===== config.mk =====
export PLATFORM = sky130hd
export DESIGN_NAME = alee_deg_mem
export DESIGN_NICKNAME = d
export VERILOG_FILES = /design/src/hw/rtl/adjacency_list_edge_engine_core_assert.svh /design/src/hw/rtl/alee_pkg.sv /design/src/hw/rtl/alee_deg_mem.sv
export SDC_FILE = /design/constraint.sdc
export NUM_CORES = 1
export LEC_CHECK = 0
export BUFFER_PORTS_ARGS = -buffer_cell sky130_fd_sc_hd__buf_2
export CORE_MARGIN = 2
export CORE_UTILIZATION = 60
export CTS_BUF_LIST = sky130_fd_sc_hd__clkbuf_8
export CTS_CLUSTER_DIAMETER = 60
export DETAILED_ROUTE_END_ITERATION = 10
export GPL_TIMING_DRIVEN = 0
export MAX_ROUTING_LAYER = met4
export PLACE_DENSITY = 0.81
export SLEW_MARGIN = 20
export SYNTH_ARGS = -nofsm -noshare
export SYNTH_HDL_FRONTEND = slang
export SYNTH_SLANG_ARGS = --single-unit

===== constraint.sdc =====
create_clock -name clk -period 4.3 [get_ports clk]
set_input_delay 0 -clock clk [delete_from_list [all_inputs] [get_ports clk]]
set_output_delay 0 -clock clk [all_outputs]
set_load 0.05 [all_outputs]

===== src/hw/rtl/adjacency_list_edge_engine_core_assert.svh =====
// Assertion macros for the adjacency-list edge engine RTL.
`ifndef ADJACENCY_LIST_EDGE_ENGINE_CORE_ASSERT_SVH
`define ADJACENCY_LIST_EDGE_ENGINE_CORE_ASSERT_SVH

// Same-cycle implication, disabled while reset is asserted.
`define ALEE_ASSERT_IMP(lbl, clk, rstn, ante, cons) \
	lbl: assert property (@(posedge clk) disable iff (!rstn) (ante) |-> (cons)) \
		else $error("edge engine check failed");

// Next-cycle implication, disabled while reset is asserted.
`define ALEE_ASSERT_NXT(lbl, clk, rstn, ante, cons) \
	lbl: assert property (@(posedge clk) disable iff (!rstn) (ante) |=> (cons)) \
		else $error("edge engine check failed");

`endif


===== src/hw/rtl/alee_pkg.sv =====
// Package: sizes, codes, request structs and slot addressing for the edge engine.
`default_nettype none
package alee_pkg;
	localparam int VERTICES   = 64;
	localparam int MAX_DEGREE = 16;

	localparam int VIDX_W  = 6;
	localparam int DEG_W   = 5;
	localparam int CNT_W   = 7;
	localparam int WGT_W   = 32;
	localparam int STAT_W  = 2;
	localparam int SLOT_W  = (MAX_DEGREE > 1) ? $clog2(MAX_DEGREE) : 1;
	localparam int ADDR_W  = $clog2(VERTICES * MAX_DEGREE);
	localparam int PADDR_W = 3;
	localparam int PDATA_W = 32;

	localparam logic [STAT_W-1:0] ST_DONE    = 2'd0;
	localparam logic [STAT_W-1:0] ST_RANGE   = 2'd1;
	localparam logic [STAT_W-1:0] ST_MISSING = 2'd2;
	localparam logic [STAT_W-1:0] ST_FULL    = 2'd3;

	localparam logic MODE_INSERT = 1'b0;
	localparam logic MODE_REMOVE = 1'b1;

	localparam logic REG_VCOUNT   = 1'b0;
	localparam logic REG_WEIGHTED = 1'b1;

	typedef struct packed {
		logic [CNT_W-1:0] vcount;
		logic             weighted;
	} cfg_t;

	typedef struct packed {
		logic              en;
		logic [VIDX_W-1:0] addr;
		logic [DEG_W-1:0]  data;
	} deg_wr_t;

	typedef struct packed {
		logic              en;
		logic              w_en;
		logic [ADDR_W-1:0] addr;
		logic [VIDX_W-1:0] nb;
		logic [WGT_W-1:0]  w;
	} list_wr_t;

	function automatic logic [ADDR_W-1:0] slot_addr(input logic [VIDX_W-1:0] v,
			input logic [SLOT_W-1:0] k);
		slot_addr = ADDR_W'(ADDR_W'(v) * ADDR_W'(MAX_DEGREE) + ADDR_W'(k));
	endfunction
endpackage
`default_nettype wire


===== src/hw/rtl/alee_deg_mem.sv =====
// Degree table: per-vertex degree memory with valid bits cleared at reset.
`default_nettype none
module alee_deg_mem (
	input  wire logic                              clk,
	input  wire logic                              arst_n,
	input  wire logic [alee_pkg::VIDX_W-1:0]       rd_addr,
	output logic [alee_pkg::DEG_W-1:0]             rd_data,
	input  wire alee_pkg::deg_wr_t                 wr
);
	logic [alee_pkg::DEG_W-1:0] mem [alee_pkg::VERTICES];
	logic [alee_pkg::VERTICES-1:0] valid_q;
	logic [alee_pkg::DEG_W-1:0] rd_data_q;
	logic rd_vld_q;

	always_ff @(posedge clk or negedge arst_n) begin
		if (!arst_n) begin
			valid_q  <= '0;
			rd_vld_q <= 1'b0;
		end else begin
			rd_vld_q <= valid_q[rd_addr];
			if (wr.en) begin
				valid_q[wr.addr] <= 1'b1;
			end
		end
	end

	always_ff @(posedge clk) begin
		rd_data_q <= mem[rd_addr];
		if (wr.en) begin
			mem[wr.addr] <= wr.data;
		end
	end

	// never-written entries read as zero
	assign rd_data = rd_vld_q ? rd_data_q : '0;
endmodule
`default_nettype wire


## Word-level counts from Yosys, hierarchy flattened

Memory sizes are Yosys's and may differ from the RTL's. A register that Yosys moved wholly into a read port is not among the register bits.
Index checks and enable logic that the tools add are counted.

- Magnitude comparators: 3
- Mux-type cells: 7
- Bitwise gates (word level): 1
- Reductions and logical operators: 1

Operators by type and width:

| kind | count |
|---|---|
| 64-bit OR | 1 |
| 6-bit by 7-bit less-than comparator with 1-bit output, second input constant | 2 |
| 1-bit binary-select mux with 6-bit select | 1 |
| 1-bit demux with 6-bit select | 1 |
| 6-bit by 1-bit >= comparator with 1-bit output, second input constant | 1 |
| 5-bit 2-to-1 mux | 1 |
| 1-bit 2-to-1 mux | 4 |
| 1-bit logical AND | 1 |

- Register bits: 65
- Bits in writable memories: 320
- Output and inout port bits: 5
- Memories: 1

Memory list:

| name | depth | bits a word | read ports | clocked after memory_dff | wr ports | RTL line | RTL |
|---|---|---|---|---|---|---|---|
| mem | 64 | 5 | 1 | 1 | 1 | alee_deg_mem.sv:10 | `logic [alee_pkg::DEG_W-1:0] mem [alee_pkg::VERTICES];` |

## Depth between registers and ports, before layout

- Depth in word-level cells: 5
- Mapped depth: 8

## Worst setup path after synthesis

No wires, ideal clock.

- Kind: input-to-reg
- Start: in rd_addr[0] in the netlist's numbering
- End: reg rd_data_q[2] in the netlist's numbering, read port of mem
- Data arrival time: 1557 ps
- Data required time: 4183 ps
- Path slack: 2626 ps
- Stages: 7
- Buffers on the path: 3
- Cell sequence: buf_4 > buf_6 > buf_2 > mux4_2 > a22oi_1 > nand3_1 > a32o_1

RTL lines:

| item | RTL line | RTL |
|---|---|---|
| start: declaration | alee_deg_mem.sv:6 | `input wire logic [alee_pkg::VIDX_W-1:0] rd_addr,` |
| end: declaration | alee_deg_mem.sv:12 | `logic [alee_pkg::DEG_W-1:0] rd_data_q;` |

==> metrics.md <==
| Metric | Value |
|---|---|
| Post-Layout Cell Count | `1,264` |
| Max-slew headroom | `0.4180` |
| Register bit total from synthesis | `390` |
| Top FF cell, synth | `edfxtp_1` |
| Pwr dens | `449.5 nW/um^2` |
| Rows | `58` |
| Nets | `906` |
| Met1 wire length | `13.33 mm` |
| Startpoint Class | `register` |
| Share of the synthesized area in the top cell type | `0.6296` |
| Post-CTS sizing | `0` |
| Worst-path cell chain | `mux4_2, mux2i_1, nor2_1, o41ai_1, o21ai_1, dlygate4sd3_1` |
| PortBufs | `17` |
| Async set or reset register ratio after synthesis | `0.1667` |
| Drt wl/cell | `26.93 um` |
| Yosys warns | `0` |
| Root Buffer | `clkbuf_8` |
| Fmax | `419.0 MHz` |
| # setup viols final | `0` |
| Clk_lat worst skew | `590 ps` |
| Clock buffer depth | `3` |
| Detail Route Antenna Nets | `0` |
| Top cells by area, synth | `edfxtp_1 63%, mux4_2 14%, dfrtp_1 11%, or2_2 2.7%, nor2_1 1.7%` |
| Placer Congestion | `0.9381` |
| Cell taking the most area after synthesis | `edfxtp_1` |
| CP bufs+invs | `1` |
| Die extent in x | `163.5 um` |
| Core ar. | `25,110 um^2` |
| Setup TNS | `0 ps` |
| Via count | `7,986` |
| Global-route wire length before repair | `51.22 mm` |
| Syn_nets | `821` |
| Synth cell types | `42` |
| Dpl ws | `1766 ps` |
| DR DRC count | `0` |
| 1st-pass router iterations | `6` |
| Period Utilization, post-route | `0.5550` |
| Post-DR vias/cell | `6.318` |
| Area growth syn-to-layout | `11.00%` |
| Vias in the first global route | `8,180` |
| Status | `finished, violations left` |
| Final Hold Vio Count | `36` |
| Most common cell after layout, fill and taps aside | `edfxtp_1` |
| Starting DRT DRC Count | `1,037` |
| Endpoint class of the critical path | `register` |
| Htree depth | `2` |
| Final WL | `34.04 mm` |
| Failing checks | `hold timing` |
| Crit path kind | `register to register` |
| Max cap viols | `0` |
| Share of post-route cells with drive strength above 1 | `0.2923` |
| CP max stage cell | `dlygate4sd3_1` |
| Die outline area | `26,730 um^2` |
| Hold Crit Class | `primary input to register` |
| Total grt overflow | `0` |
| Post-layout min period | `2387 ps` |
| Hpwl dp | `21.84 mm` |
| Clock-pin slew on the worst setup and hold paths | `70 ps` |
| Clock skew | `22.20 ps` |
| CTS buffer count | `57` |
| # IOs | `25` |
| Critical Path RT | `4760 ps` |
| TritonCTS clock tree | `done` |
| Synth Instances | `801` |
| Sequential fraction of the synthesis area | `0.7427` |
| Setup WS post-layout | `1913 ps` |
| N_diodes | `0` |
| Slew Limit Fails | `0` |
| Post-Syn Area | `15,260 um^2` |
| EDFF count, synth | `320` |
| Largest net degree at the start of global routing | `65` |
| Fill cells | `1,611` |
| Max IR drop VDD | `307.8 uV` |
| Post CTS Setup Buffer Count | `0` |
| Initial antenna violation count | `0` |
| Die Ht | `163.5 um` |
| Critical path arrival | `2850 ps` |
| RSZ-0062 raised after global routing | `no` |
| CP peak stage delay | `590 ps` |
| GRT Util Overall | `0.2761` |
| Starting density of the core | `0.6079` |
| Lkg Pwr | `0.005879 uW` |
| # placed instances | `1,149` |
| Clock sinks | `390` |
| Hold buffer count at CTS | `5` |
| Avg Inst Size Synth | `19.06 um^2` |
| Met2 WL | `16.39 mm` |
| Cell family with most CP delay | `multiplexers` |
| Measured slew at the worst slew-check pin | `866.4 ps` |
| Fin Hold WS | `-14.55 ps` |
| Most frequent cells in the layout | `320 x edfxtp_1, 97 x mux4_2, 71 x nor2_1, 65 x or2_2, 65 x dfrtp_1` |
| Max Used Layer | `met4` |
| Maximum fanout along the worst path | `1` |
| Met3 wire len | `3.366 mm` |
[synth_stat cells, drive strengths merged (2+ instances only)]
cell type	n
a21oi	4
a22oi	4
a31oi	7
a32o	4
and2	5
and3	2
buf	23
clkbuf	18
dfrtp	65
dfxtp	5
edfxtp	320
inv	2
mux2i	9
mux4	97
nand2	27
nand2b	6
nand3	13
nand3b	3
nand4	3
nor2	71
nor2b	8
nor3	4
o2111ai	2
o21ai	6
o221ai	7
o22a	3
o22ai	6
o41ai	3
or2	65
[cell families after synthesis]
family                 Yosys count  share of synthesized area
AOI/OAI and AO/OA               50                    0.02394
and+or+nand+nor                212                    0.07017
muxes                          106                     0.1490
DFF                            390                     0.7427
buffers and inverters           43                    0.01418
[power by group]
group,switching [uW],internal (uW)
Clock,1350,1370
Combinational,329,273
Sequential,64.2,4230
Total,1740,5880
[per-stage QoR]
step | instance area [um^2] | utilization | total power, uW
3_3_place_gp | 15760 | 0.6277 | 4932
5_1_grt | 16940 | 0.6748 | 7851
4_1_cts | 16900 | 0.6731 | 7642
2_1_floorplan | 15260 | - | 4734
6_report | 16940 | 0.6748 | 7615
3_5_place_dp | 15780 | 0.6286 | 4962
[final cells by class]
| cell class | instances | area [um^2] | share of cell area |
|---|---|---|---|
| clock buffer | 61 | 839.6 | 0.04955 |
| sequential | 390 | 11340 | 0.6691 |
| timing repair buffer | 26 | 210.2 | 0.01241 |
| buffer | 41 | 209.0 | 0.01233 |
| tap | 330 | 412.9 | 0.02437 |
| inverter | 2 | 7.507 | 0.0004431 |
| clock inverter | 46 | 216.5 | 0.01278 |
| multi-input combinational | 368 | 3711 | 0.2190 |
[worst paths after layout]
kind,startpoint,endpoint,slack (ps),cells after the start
max,mem[43][1],rd_data_q[1],1910,6
min,wr[0],mem[30][0],-10,1
max reg2reg,mem[43][1],rd_data_q[1],1910,6
min reg2reg,valid_q[4],valid_q[4],460,1
max in group asynchronous,arst_n,valid_q[13],3590,4
min in group asynchronous,arst_n,valid_q[48],440,4
[sequential cells by signal, summed over array words and instances, names as in the netlist]
register / count
rd_data_q: 5
valid_q: 64
rd_vld_q: 1
mem: 320
[layer usage]
| layer | up-vias | global-route usage |
|---|---|---|
| li1 | 3361 | - |
| met1 | 4113 | 0.3776 |
| met3 | 63 | 0.06425 |
| met2 | 449 | 0.4229 |
| met4 | 0 | 0.08652 |
| met5 | - | - |
No activity file was read; power rests on OpenSTA's default activity.
