File: src/hw/rtl/adjacency_list_edge_engine_core_assert.svh
// Assertion macros for the adjacency-list edge engine RTL.
`ifndef ADJACENCY_LIST_EDGE_ENGINE_CORE_ASSERT_SVH
`define ADJACENCY_LIST_EDGE_ENGINE_CORE_ASSERT_SVH

// Same-cycle implication, disabled while reset is asserted.
`define ALEE_ASSERT_IMP(lbl, clk, rstn, ante, cons) \
	lbl: assert property (@(posedge clk) disable iff (!rstn) (ante) |-> (cons)) \
		else $error("edge engine check failed");

// Next-cycle implication, disabled while reset is asserted.
`define ALEE_ASSERT_NXT(lbl, clk, rstn, ante, cons) \
	lbl: assert property (@(posedge clk) disable iff (!rstn) (ante) |=> (cons)) \
		else $error("edge engine check failed");

`endif

File: src/hw/rtl/alee_pkg.sv
// Package: sizes, codes, request structs and slot addressing for the edge engine.
`default_nettype none
package alee_pkg;
	localparam int VERTICES   = 64;
	localparam int MAX_DEGREE = 16;

	localparam int VIDX_W  = 6;
	localparam int DEG_W   = 5;
	localparam int CNT_W   = 7;
	localparam int WGT_W   = 32;
	localparam int STAT_W  = 2;
	localparam int SLOT_W  = (MAX_DEGREE > 1) ? $clog2(MAX_DEGREE) : 1;
	localparam int ADDR_W  = $clog2(VERTICES * MAX_DEGREE);
	localparam int PADDR_W = 3;
	localparam int PDATA_W = 32;

	localparam logic [STAT_W-1:0] ST_DONE    = 2'd0;
	localparam logic [STAT_W-1:0] ST_RANGE   = 2'd1;
	localparam logic [STAT_W-1:0] ST_MISSING = 2'd2;
	localparam logic [STAT_W-1:0] ST_FULL    = 2'd3;

	localparam logic MODE_INSERT = 1'b0;
	localparam logic MODE_REMOVE = 1'b1;

	localparam logic REG_VCOUNT   = 1'b0;
	localparam logic REG_WEIGHTED = 1'b1;

	typedef struct packed {
		logic [CNT_W-1:0] vcount;
		logic             weighted;
	} cfg_t;

	typedef struct packed {
		logic              en;
		logic [VIDX_W-1:0] addr;
		logic [DEG_W-1:0]  data;
	} deg_wr_t;

	typedef struct packed {
		logic              en;
		logic              w_en;
		logic [ADDR_W-1:0] addr;
		logic [VIDX_W-1:0] nb;
		logic [WGT_W-1:0]  w;
	} list_wr_t;

	function automatic logic [ADDR_W-1:0] slot_addr(input logic [VIDX_W-1:0] v,
			input logic [SLOT_W-1:0] k);
		slot_addr = ADDR_W'(ADDR_W'(v) * ADDR_W'(MAX_DEGREE) + ADDR_W'(k));
	endfunction
endpackage
`default_nettype wire

File: src/hw/rtl/alee_ctrl.sv
// Sequencer: range check, list append, list scan with move-last, result register.
`default_nettype none
`include "adjacency_list_edge_engine_core_assert.svh"
module alee_ctrl (
	input  wire logic                              clk,
	input  wire logic                              arst_n,
	input  wire alee_pkg::cfg_t                    cfg,
	input  wire logic                              in_valid,
	output logic                                   in_ready,
	input  wire logic                              mode,
	input  wire logic [alee_pkg::VIDX_W-1:0]       origin_vertex,
	input  wire logic [alee_pkg::VIDX_W-1:0]       dest_vertex,
	input  wire logic                              directed,
	input  wire logic [alee_pkg::WGT_W-1:0]        edge_weight,
	output logic                                   out_valid,
	input  wire logic                              out_ready,
	output logic [alee_pkg::STAT_W-1:0]            status,
	output logic [alee_pkg::DEG_W-1:0]             origin_degree,
	output logic [alee_pkg::VIDX_W-1:0]            deg_rd_addr,
	input  wire logic [alee_pkg::DEG_W-1:0]        deg_rd_data,
	output alee_pkg::deg_wr_t                      deg_wr,
	output logic [alee_pkg::ADDR_W-1:0]            list_rd_addr,
	input  wire logic [alee_pkg::VIDX_W-1:0]       list_rd_nb,
	input  wire logic [alee_pkg::WGT_W-1:0]        list_rd_w,
	output alee_pkg::list_wr_t                     list_wr
);
	typedef enum logic [3:0] {
		S_IDLE, S_DEG_RD, S_DEG_USE, S_SCAN, S_MOVE_RD, S_MOVE_WR, S_FIN_RD, S_FIN, S_RESULT
	} state_t;

	state_t state_q;
	logic mode_q, dir_q, pass_q, cmp_vld_q, out_valid_q;
	logic [alee_pkg::VIDX_W-1:0] orig_q, dest_q;
	logic [alee_pkg::WGT_W-1:0] w_q;
	logic [alee_pkg::DEG_W-1:0] deg_q, rd_idx_q, res_deg_q, out_deg_q;
	logic [alee_pkg::SLOT_W-1:0] cmp_idx_q, hole_q;
	logic [alee_pkg::STAT_W-1:0] status_q, out_status_q;

	logic [alee_pkg::VIDX_W-1:0] cur_v, cur_nb;
	logic [alee_pkg::DEG_W-1:0] deg_last;
	logic [alee_pkg::CNT_W-1:0] limit;
	logic in_range, add_ok, hit, scan_end, rev_next;
	logic [alee_pkg::STAT_W-1:0] fail_status;
	logic deg_ok, range_out;

	always_comb begin
		cur_v    = pass_q ? dest_q : orig_q;
		cur_nb   = pass_q ? orig_q : dest_q;
		deg_last = deg_q - alee_pkg::DEG_W'(1);
		limit    = (cfg.vcount > alee_pkg::CNT_W'(alee_pkg::VERTICES)) ?
			alee_pkg::CNT_W'(alee_pkg::VERTICES) : cfg.vcount;
		in_range = (alee_pkg::CNT_W'(origin_vertex) < limit) &&
			(alee_pkg::CNT_W'(dest_vertex) < limit);
		add_ok   = deg_rd_data < alee_pkg::DEG_W'(alee_pkg::MAX_DEGREE);
		hit      = cmp_vld_q && (list_rd_nb == cur_nb);
		scan_end = alee_pkg::DEG_W'(cmp_idx_q) == deg_last;
		rev_next = !pass_q && !dir_q;
		// a missing reverse edge is ignored; a full reverse list still reports full
		if (!pass_q) begin
			fail_status = (mode_q == alee_pkg::MODE_REMOVE) ? alee_pkg::ST_MISSING :
				alee_pkg::ST_FULL;
		end else begin
			fail_status = (mode_q == alee_pkg::MODE_REMOVE) ? status_q : alee_pkg::ST_FULL;
		end

		deg_rd_addr  = (state_q == S_FIN_RD) ? orig_q : cur_v;
		list_rd_addr = (state_q == S_MOVE_RD) ?
			alee_pkg::slot_addr(cur_v, deg_last[alee_pkg::SLOT_W-1:0]) :
			alee_pkg::slot_addr(cur_v, rd_idx_q[alee_pkg::SLOT_W-1:0]);

		deg_wr  = '0;
		list_wr = '0;
		case (state_q)
			S_DEG_USE: begin
				if (mode_q == alee_pkg::MODE_INSERT && add_ok) begin
					deg_wr.en     = 1'b1;
					deg_wr.addr   = cur_v;
					deg_wr.data   = deg_rd_data + alee_pkg::DEG_W'(1);
					list_wr.en    = 1'b1;
					list_wr.w_en  = cfg.weighted;
					list_wr.addr  = alee_pkg::slot_addr(cur_v,
						deg_rd_data[alee_pkg::SLOT_W-1:0]);
					list_wr.nb    = cur_nb;
					list_wr.w     = w_q;
				end
			end
			S_MOVE_RD: begin
				deg_wr.en   = 1'b1;
				deg_wr.addr = cur_v;
				deg_wr.data = deg_last;
			end
			S_MOVE_WR: begin
				list_wr.en   = 1'b1;
				list_wr.w_en = cfg.weighted;
				list_wr.addr = alee_pkg::slot_addr(cur_v, hole_q);
				list_wr.nb   = list_rd_nb;
				list_wr.w    = list_rd_w;
			end
			default: begin
			end
		endcase
	end

	assign in_ready      = (state_q == S_IDLE);
	assign out_valid     = out_valid_q;
	assign status        = out_status_q;
	assign origin_degree = out_deg_q;

	assign deg_ok    = deg_wr.data <= alee_pkg::DEG_W'(alee_pkg::MAX_DEGREE);
	assign range_out = out_valid_q && (out_status_q == alee_pkg::ST_RANGE);

	always_ff @(posedge clk or negedge arst_n) begin
		if (!arst_n) begin
			state_q      <= S_IDLE;
			mode_q       <= 1'b0;
			dir_q        <= 1'b0;
			pass_q       <= 1'b0;
			cmp_vld_q    <= 1'b0;
			out_valid_q  <= 1'b0;
			orig_q       <= '0;
			dest_q       <= '0;
			w_q          <= '0;
			deg_q        <= '0;
			rd_idx_q     <= '0;
			res_deg_q    <= '0;
			out_deg_q    <= '0;
			cmp_idx_q    <= '0;
			hole_q       <= '0;
			status_q     <= alee_pkg::ST_DONE;
			out_status_q <= alee_pkg::ST_DONE;
		end else begin
			// drop a taken result unless the next one refills the register now
			if (out_valid_q && out_ready && state_q != S_RESULT) begin
				out_valid_q <= 1'b0;
			end
			case (state_q)
				S_IDLE: begin
					if (in_valid) begin
						mode_q   <= mode;
						orig_q   <= origin_vertex;
						dest_q   <= dest_vertex;
						dir_q    <= directed;
						w_q      <= edge_weight;
						pass_q   <= 1'b0;
						status_q <= in_range ? alee_pkg::ST_DONE : alee_pkg::ST_RANGE;
						res_deg_q <= '0;
						state_q  <= in_range ? S_DEG_RD : S_RESULT;
					end
				end
				S_DEG_RD: begin
					state_q <= S_DEG_USE;
				end
				S_DEG_USE: begin
					if (mode_q == alee_pkg::MODE_INSERT) begin
						if (!add_ok) begin
							status_q <= fail_status;
							pass_q   <= 1'b0;
							state_q  <= S_FIN_RD;
						end else begin
							pass_q  <= rev_next;
							state_q <= rev_next ? S_DEG_RD : S_FIN_RD;
						end
					end else if (deg_rd_data == '0) begin
						status_q <= fail_status;
						pass_q   <= 1'b0;
						state_q  <= S_FIN_RD;
					end else begin
						deg_q     <= deg_rd_data;
						rd_idx_q  <= '0;
						cmp_vld_q <= 1'b0;
						state_q   <= S_SCAN;
					end
				end
				S_SCAN: begin
					// issue one read per cycle, compare the previous one
					rd_idx_q  <= rd_idx_q + alee_pkg::DEG_W'(1);
					cmp_idx_q <= rd_idx_q[alee_pkg::SLOT_W-1:0];
					cmp_vld_q <= 1'b1;
					if (hit) begin
						hole_q  <= cmp_idx_q;
						state_q <= S_MOVE_RD;
					end else if (cmp_vld_q && scan_end) begin
						status_q <= fail_status;
						pass_q   <= 1'b0;
						state_q  <= S_FIN_RD;
					end
				end
				S_MOVE_RD: begin
					state_q <= S_MOVE_WR;
				end
				S_MOVE_WR: begin
					pass_q  <= rev_next;
					state_q <= rev_next ? S_DEG_RD : S_FIN_RD;
				end
				S_FIN_RD: begin
					state_q <= S_FIN;
				end
				S_FIN: begin
					res_deg_q <= deg_rd_data;
					state_q   <= S_RESULT;
				end
				S_RESULT: begin
					if (!out_valid_q || out_ready) begin
						out_valid_q  <= 1'b1;
						out_status_q <= status_q;
						out_deg_q    <= res_deg_q;
						state_q      <= S_IDLE;
					end
				end
				default: begin
					state_q <= S_IDLE;
				end
			endcase
		end
	end

	`ALEE_ASSERT_NXT(a_busy_after_accept, clk, arst_n, in_valid && in_ready, !in_ready)
	`ALEE_ASSERT_IMP(a_deg_bound, clk, arst_n, deg_wr.en, deg_ok)
	`ALEE_ASSERT_IMP(a_scan_bound, clk, arst_n, state_q == S_SCAN, rd_idx_q <= deg_q && deg_q != '0)
	`ALEE_ASSERT_IMP(a_range_zero, clk, arst_n, range_out, out_deg_q == '0)
endmodule
`default_nettype wire

File: config.mk
export PLATFORM = sky130hd
export DESIGN_NAME = alee_ctrl
export DESIGN_NICKNAME = d
export VERILOG_FILES = /design/src/hw/rtl/alee_pkg.sv /design/src/hw/rtl/alee_ctrl.sv
export VERILOG_INCLUDE_DIRS = /design/src /design/src/hw/rtl
export SDC_FILE = /design/constraint.sdc
export NUM_CORES = 1
export LEC_CHECK = 0
export BUFFER_PORTS_ARGS = -buffer_cell sky130_fd_sc_hd__buf_4
export CORE_MARGIN = 2
export CORE_UTILIZATION = 49
export CTS_CLUSTER_SIZE = 20
export DETAILED_ROUTE_END_ITERATION = 7
export PLACE_DENSITY = 0.9
export SYNTH_ARGS = -nofsm -noshare
export SYNTH_HDL_FRONTEND = slang
export SYNTH_SLANG_ARGS = --single-unit
File: constraint.sdc
create_clock -name clk -period 2.38 [get_ports clk]
set_clock_uncertainty 0.2 [all_clocks]
set_input_delay 0.238 -clock clk [delete_from_list [all_inputs] [get_ports clk]]
set_output_delay 0.238 -clock clk [all_outputs]
set_load 0.01 [all_outputs]
# After elaboration in Yosys (flattened, before gate mapping)
# Index checks and enable logic that the tools add are counted.
# word_totals
word_cells	124
regBits	85
inputBits	101
# op_classes
magnitude_cmp	4
n_addsub	7
mux	48
reduce_logical	26
eq_ne	20
n_bitwise	2
# ops
cell	n
$pmux W50 S2	1
$mux W50	1
$add A10 B4 Y10	4
$pmux W4 S9	1
$mux W4	6
$pmux W12 S2	1
$pmux W5 S2	2
$mux W6	3
$eq A4 B3 Y1 const B	4
$mux W2	8
$mux W5	3
$lt A6 B7 Y1	2
$mux W1	13
$mux W12	1
$ne A2 B2 Y1 const B	6
$add A5 B1 Y5 const B	2
$mux W10	1
$mux W3	3
$ne A3 B3 Y1 const B	3
$reduce_and A3 Y1	3
$eq A4 B2 Y1 const B	2
$reduce_and A2 Y1	4
$gt A7 B7 Y1 const B	1
$logic_and A1 B1 Y1	7
21 further kinds	25

# Depth between registers and ports, before layout
# logic_depth
depth_word	7
ltp_mapped	8

# Least setup slack after synthesis
# No wires, ideal clock.
# synth_path
path_kind	register to register
startpoint	reg deg_q[0] (netlist bit)
endpoint	reg status_q[0] (netlist bit)
setup_ns	0.125
n_path_buf	0
path_stages_with_launch	9
slack_ns	0.264
t_required_ns	2.055
arrival_time_ns	1.792
cell_sequence	dfrtp_1 inv_1 ha_1 nor3b_1 xnor2_1 nor3b_1 nand4_1 o21a_1 mux2_2
# synth_between
elab_chain_cells	5
# synth_rtl
element	line	text
from (decl)	alee_ctrl.sv:35	logic [alee_pkg::DEG_W-1:0] deg_q, rd_idx_q, res_deg_q, out_deg_q;
from (signal assigned)	alee_ctrl.sv:168	deg_q <= deg_rd_data;
$sub A5 B1 Y5	alee_ctrl.sv:49	deg_last = deg_q - alee_pkg::DEG_W'(1);
$eq A4 B5 Y1	alee_ctrl.sv:56	scan_end = alee_pkg::DEG_W'(cmp_idx_q) == deg_last;
$logic_and A1 B1 Y1	alee_ctrl.sv:182	end else if (cmp_vld_q && scan_end) begin
$ne A2 B2 Y1 (no source line)	n/a	
$reduce_and A6 Y1 (no source line)	n/a	
to (signal assigned)	alee_ctrl.sv:129	status_q <= alee_pkg::ST_DONE;
to (signal assigned)	alee_ctrl.sv:164	status_q <= fail_status;
to (signal assigned)	alee_ctrl.sv:183	status_q <= fail_status;
to (decl)	alee_ctrl.sv:37	logic [alee_pkg::STAT_W-1:0] status_q, out_status_q;
# No other way between the ends.
# A chain may end at the register's enable or synchronous reset.

==> flow_summary.html <==
<table>
<tr><th>Metric</th><th>Value</th></tr>
<tr><th colspan="2">Setup path</th></tr>
<tr><td>Max stage delay on crit path</td><td>0.46 ns</td></tr>
<tr><td>Critical path class</td><td>reg -&gt; out</td></tr>
<tr><td>Critical Path Sink Type</td><td>output pin</td></tr>
<tr><td>Data required, critical path</td><td>1.94 ns</td></tr>
<tr><td>R2R Setup Slk</td><td>0.03 ns</td></tr>
<tr><td>Slowest-stage cell, CP</td><td>dfrtp_2</td></tr>
<tr><td>Count of buffer and inverter cells on the critical path</td><td>5</td></tr>
<tr><td>Most common cell type on the critical path</td><td>buf_4</td></tr>
<tr><td>Category of the worst setup path launch point</td><td>flip-flop</td></tr>
<tr><td>Critical Path Fanout Max</td><td>6</td></tr>
<tr><td>Arrival time at the worst endpoint</td><td>1.95 ns</td></tr>
<tr><td>Largest delay share family, worst path</td><td>buffers and inverters</td></tr>
<tr><td>Critical-path cell list</td><td>buf_4 -&gt; buf_4 -&gt; nor3_4 -&gt; buf_6 -&gt; buf_4 -&gt; nor2_4 -&gt; nor2_1 -&gt; buf_4</td></tr>
<tr><th colspan="2">Routing</th></tr>
<tr><td>DR WL met2</td><td>9280 µm</td></tr>
<tr><td>Met1 Wirelength</td><td>6510 µm</td></tr>
<tr><td>Detailed route wirelength on metal3</td><td>1290 µm</td></tr>
<tr><td>Number of nets still failing antenna checks after routing</td><td>0</td></tr>
<tr><td>Routed WL</td><td>18100 µm</td></tr>
<tr><td>Uppermost signal routing layer after detailed routing</td><td>met4</td></tr>
<tr><td>Via total after detailed routing</td><td>4971</td></tr>
<tr><td>Starting DRC count in detailed routing</td><td>379</td></tr>
<tr><td>Residual DRC count</td><td>0</td></tr>
<tr><td>DRT Pass-1 Iters</td><td>5</td></tr>
<tr><td>Average wire length per cell after detail routing</td><td>21.0 µm</td></tr>
<tr><td>Post-DR vias/cell</td><td>5.77</td></tr>
<tr><th colspan="2">Logic synthesis</th></tr>
<tr><td>Post-synthesis instance area</td><td>4730 µm²</td></tr>
<tr><td>Async SR Flop Fraction</td><td>100%</td></tr>
<tr><td>Main synth FF type</td><td>dfrtp_1</td></tr>
<tr><td>Part of the Yosys area used for sequential elements</td><td>44.5%</td></tr>
<tr><td>Most frequent cells after synthesis</td><td>dfrtp_1 (84), mux2_2 (58), nand2_1 (46), a22o_1 (37), nor2_1 (32)</td></tr>
<tr><td>Number of synthesized register bits</td><td>84</td></tr>
<tr><td>Mapped Nets</td><td>571</td></tr>
<tr><td>Top cell type by total area after synthesis</td><td>dfrtp_1</td></tr>
<tr><td>Area share of the largest cell type after synthesis</td><td>44.5%</td></tr>
<tr><td>Synth Area per Inst</td><td>10.4 µm²</td></tr>
<tr><td>Area contributors post-synth</td><td>dfrtp_1 (44%), mux2_2 (14%), a22o_1 (6.9%)</td></tr>
<tr><td>Synthesized instance count</td><td>456</td></tr>
<tr><td>Number of synthesized flops with an enable pin</td><td>0</td></tr>
<tr><td>Library cell with the highest instance count after synthesis</td><td>dfrtp_1</td></tr>
<tr><td>Number of distinct library cells after synthesis</td><td>44</td></tr>
<tr><td>Yosys warning count</td><td>0</td></tr>
<tr><th colspan="2">Power and ir drop</th></tr>
<tr><td>Worst VDD drop</td><td>0.000938 V</td></tr>
<tr><td>Power per unit of standard cell area</td><td>1200 nW/µm²</td></tr>
<tr><td>Static leakage power</td><td>3.68 nW</td></tr>
<tr><td>Pwr Total</td><td>9.02 mW</td></tr>
<tr><th colspan="2">Placement</th></tr>
<tr><td>Place WS</td><td>-0.00978 ns</td></tr>
<tr><td>Global placer's final weighted congestion</td><td>0.909</td></tr>
<tr><td>Placed wire-length estimate</td><td>11100 µm</td></tr>
<tr><td>Area of placed instances</td><td>6410 µm²</td></tr>
<tr><td>IO buf count</td><td>187</td></tr>
<tr><th colspan="2">Run status</th></tr>
<tr><td>Result of the run</td><td>finished, violations left</td></tr>
<tr><td>Violations in the final reports</td><td>setup timing</td></tr>
<tr><th colspan="2">Timing</th></tr>
<tr><td>Final slew viol count</td><td>0</td></tr>
<tr><td>Final setup vio count</td><td>5</td></tr>
<tr><td>Worst relative slew slack</td><td>60.3%</td></tr>
<tr><td>RSZ-0062 raised after global routing</td><td>yes</td></tr>
<tr><td>Share of the clock period used by the worst path</td><td>100%</td></tr>
<tr><td>Actual slew at the worst max-slew pin</td><td>0.595 ns</td></tr>
<tr><td>Worst Hold Slack</td><td>0.0672 ns</td></tr>
<tr><td>Minimum period implied by the final worst setup slack</td><td>2.39 ns</td></tr>
<tr><td>Highest attainable clock frequency</td><td>418 MHz</td></tr>
<tr><td>Min setup slack post-route</td><td>-0.0114 ns</td></tr>
<tr><td>Number of failing hold endpoints at the final stage</td><td>0</td></tr>
<tr><td>Total negative setup slack</td><td>-0.0375 ns</td></tr>
<tr><th colspan="2">CTS</th></tr>
<tr><td>Clock slew at reported path FFs</td><td>0.07 ns</td></tr>
<tr><td>Buffer cell driving the clock tree root</td><td>clkbuf_8</td></tr>
<tr><td>Number of levels in the clock H-tree</td><td>3</td></tr>
<tr><td>Total number of clock tree sinks</td><td>84</td></tr>
<tr><td>Number of buffers between clock root and the deepest sink</td><td>2</td></tr>
<tr><td>Cts bufs inserted</td><td>9</td></tr>
<tr><td>Clock tree from TritonCTS</td><td>built</td></tr>
<tr><td>Clock latency on the worst-skew pair</td><td>0.36 ns</td></tr>
<tr><th colspan="2">Layout</th></tr>
<tr><td>Net count of the finished layout</td><td>844</td></tr>
<tr><td>Layout cell share with drive strength beyond 1</td><td>46.9%</td></tr>
<tr><td>Area growth from synthesis to final layout</td><td>59.3%</td></tr>
<tr><td>Diodes inserted</td><td>0</td></tr>
<tr><td>Area occupied by registers</td><td>2110 µm²</td></tr>
<tr><td>Fill cell count</td><td>508</td></tr>
<tr><td>Area taken by multi-input logic gates</td><td>2620 µm²</td></tr>
<tr><td>Summed area of non-filler cells in the final layout</td><td>7530 µm²</td></tr>
<tr><th colspan="2">GRT</th></tr>
<tr><td>GRT Residual Overflow</td><td>0</td></tr>
<tr><td>Pin count of the biggest net entering global routing</td><td>44</td></tr>
<tr><td>Initial antenna violation count</td><td>0</td></tr>
<tr><td>Global-route wire length before repair</td><td>25600 µm</td></tr>
<tr><td>All-Layer GR Usage</td><td>32.3%</td></tr>
<tr><td>Vias in the first global route</td><td>5003</td></tr>
<tr><th colspan="2">Flow run</th></tr>
<tr><td>Number of violations of the max-capacitance limit</td><td>0</td></tr>
<tr><th colspan="2">Floorplan</th></tr>
<tr><td>Core footprint</td><td>9280 µm²</td></tr>
<tr><td>Row count</td><td>35</td></tr>
<tr><td>Ports</td><td>188</td></tr>
<tr><td>Width of the die</td><td>102 µm</td></tr>
<tr><td>Height of the die</td><td>102 µm</td></tr>
<tr><td>DIE AREA</td><td>10400 µm²</td></tr>
<tr><td>Initial cell density of the core</td><td>50.9%</td></tr>
<tr><th colspan="2">Hold path</th></tr>
<tr><td>Worst hold path type</td><td>in -&gt; reg</td></tr>
</table>
metrics by stage:
step                      util (%)  cells
after floorplan                  -    456
after global placement        69.0    774
after detailed placement      69.0    774
after CTS                     77.9    844
after global routing          81.1    862
final                         81.1    862
path summary, 6_finish.rpt:
check	cells after the start	endpoint	from
worst min-delay path	3	state_q[3]$_DFFE_PN0P_	in_valid
max in group asynchronous	3	state_q[3]$_DFFE_PN0P_	arst_n
worst min register to register	1	status_q[1]$_DFFE_PN0P_	status_q[1]$_DFFE_PN0P_
worst max-delay path	8	list_wr[45]	state_q[3]$_DFFE_PN0P_
min in group asynchronous	2	res_deg_q[4]$_DFFE_PN0P_	arst_n
worst max register to register	7	status_q[0]$_DFFE_PN0P_	pass_q$_DFFE_PN0P_
worst min-delay path: cells and delay by family:
family / cells / cell delay [ns]
buffers and inverters: 1 / 0.11
AO/OA/AOI/OAI: 2 / 0.22
flip-flops by register name, summed over array words and instances, names as in the netlist, 5 cells and up:
signal         flops
res_deg_q          5
origin_degree      5
w_q               32
deg_q              5
orig_q             6
dest_q             6
final cells by class:
type                            instances  share of cell area, %
Multi-Input combinational cell        330                   34.8
Timing Repair Buffer                  284                   31.2
Sequential cell                        84                   28.0
Tap cell                              129                   2.14
Clock buffer                           11                   1.88
Inverter                               20                  0.998
Clock inverter                          4                  0.981
cell usage in the layout (no fill, tap or decap), types with 5 or more instances in the layout:
| cell type | Yosys | routed |
|---|---|---|
| dlygate4sd3_1 | 0 | 53 |
| o21ai_0 | 28 | 25 |
| xor2_1 | 7 | 6 |
| a22o_1 | 37 | 36 |
| buf_4 | 0 | 222 |
| nand2b_1 | 10 | 9 |
| dfrtp_2 | 0 | 5 |
| mux2_2 | 58 | 58 |
| ha_1 | 14 | 14 |
| dfrtp_1 | 84 | 79 |
| xnor2_1 | 8 | 8 |
| nand3_1 | 16 | 15 |
| nor2_1 | 32 | 27 |
| clkbuf_8 | 0 | 10 |
| a21oi_1 | 14 | 13 |
| nand2_1 | 46 | 44 |
| mux2i_1 | 12 | 8 |
| o22ai_1 | 5 | 5 |
| inv_1 | 20 | 18 |
| buf_12 | 0 | 5 |
cell families (layout without fill, tap and decap cells):
group	Yosys count	in the layout	synth area share (%)
fa+ha+maj	14	14	3.71
compound gates	99	99	14.5
mux	74	74	17.6
flops	84	84	44.5
xor+xnor	15	15	2.78
buf+inv	43	319	3.89
simple gates	127	128	13.0
metal layers:
layer | global-route usage [%] | vias to the layer above
li1 | - | 2184
met2 | 57.5 | 304
met5 | 0 | -
met4 | 15.5 | 0
met3 | 5.88 | 87
met1 | 37.6 | 2396
where the power goes:
part	switching (mW)	leakage (nW)	total, mW	internal (mW)
combinational	2.53	2.54	5.12	2.58
sequential	0.654	1.03	2.77	2.11
clock	0.520	0.109	1.14	0.615
total	3.71	3.68	9.02	5.31
repair_timing:
action	CTS	global route
cloned	0	2
setup endpoints to repair	66	76
hold buffers	53	0
hold endpoints to repair	97	0
buffers inserted	2	17
pin swaps	1	7
gates resized for setup	19	32
(Power assumes the default switching activity.)
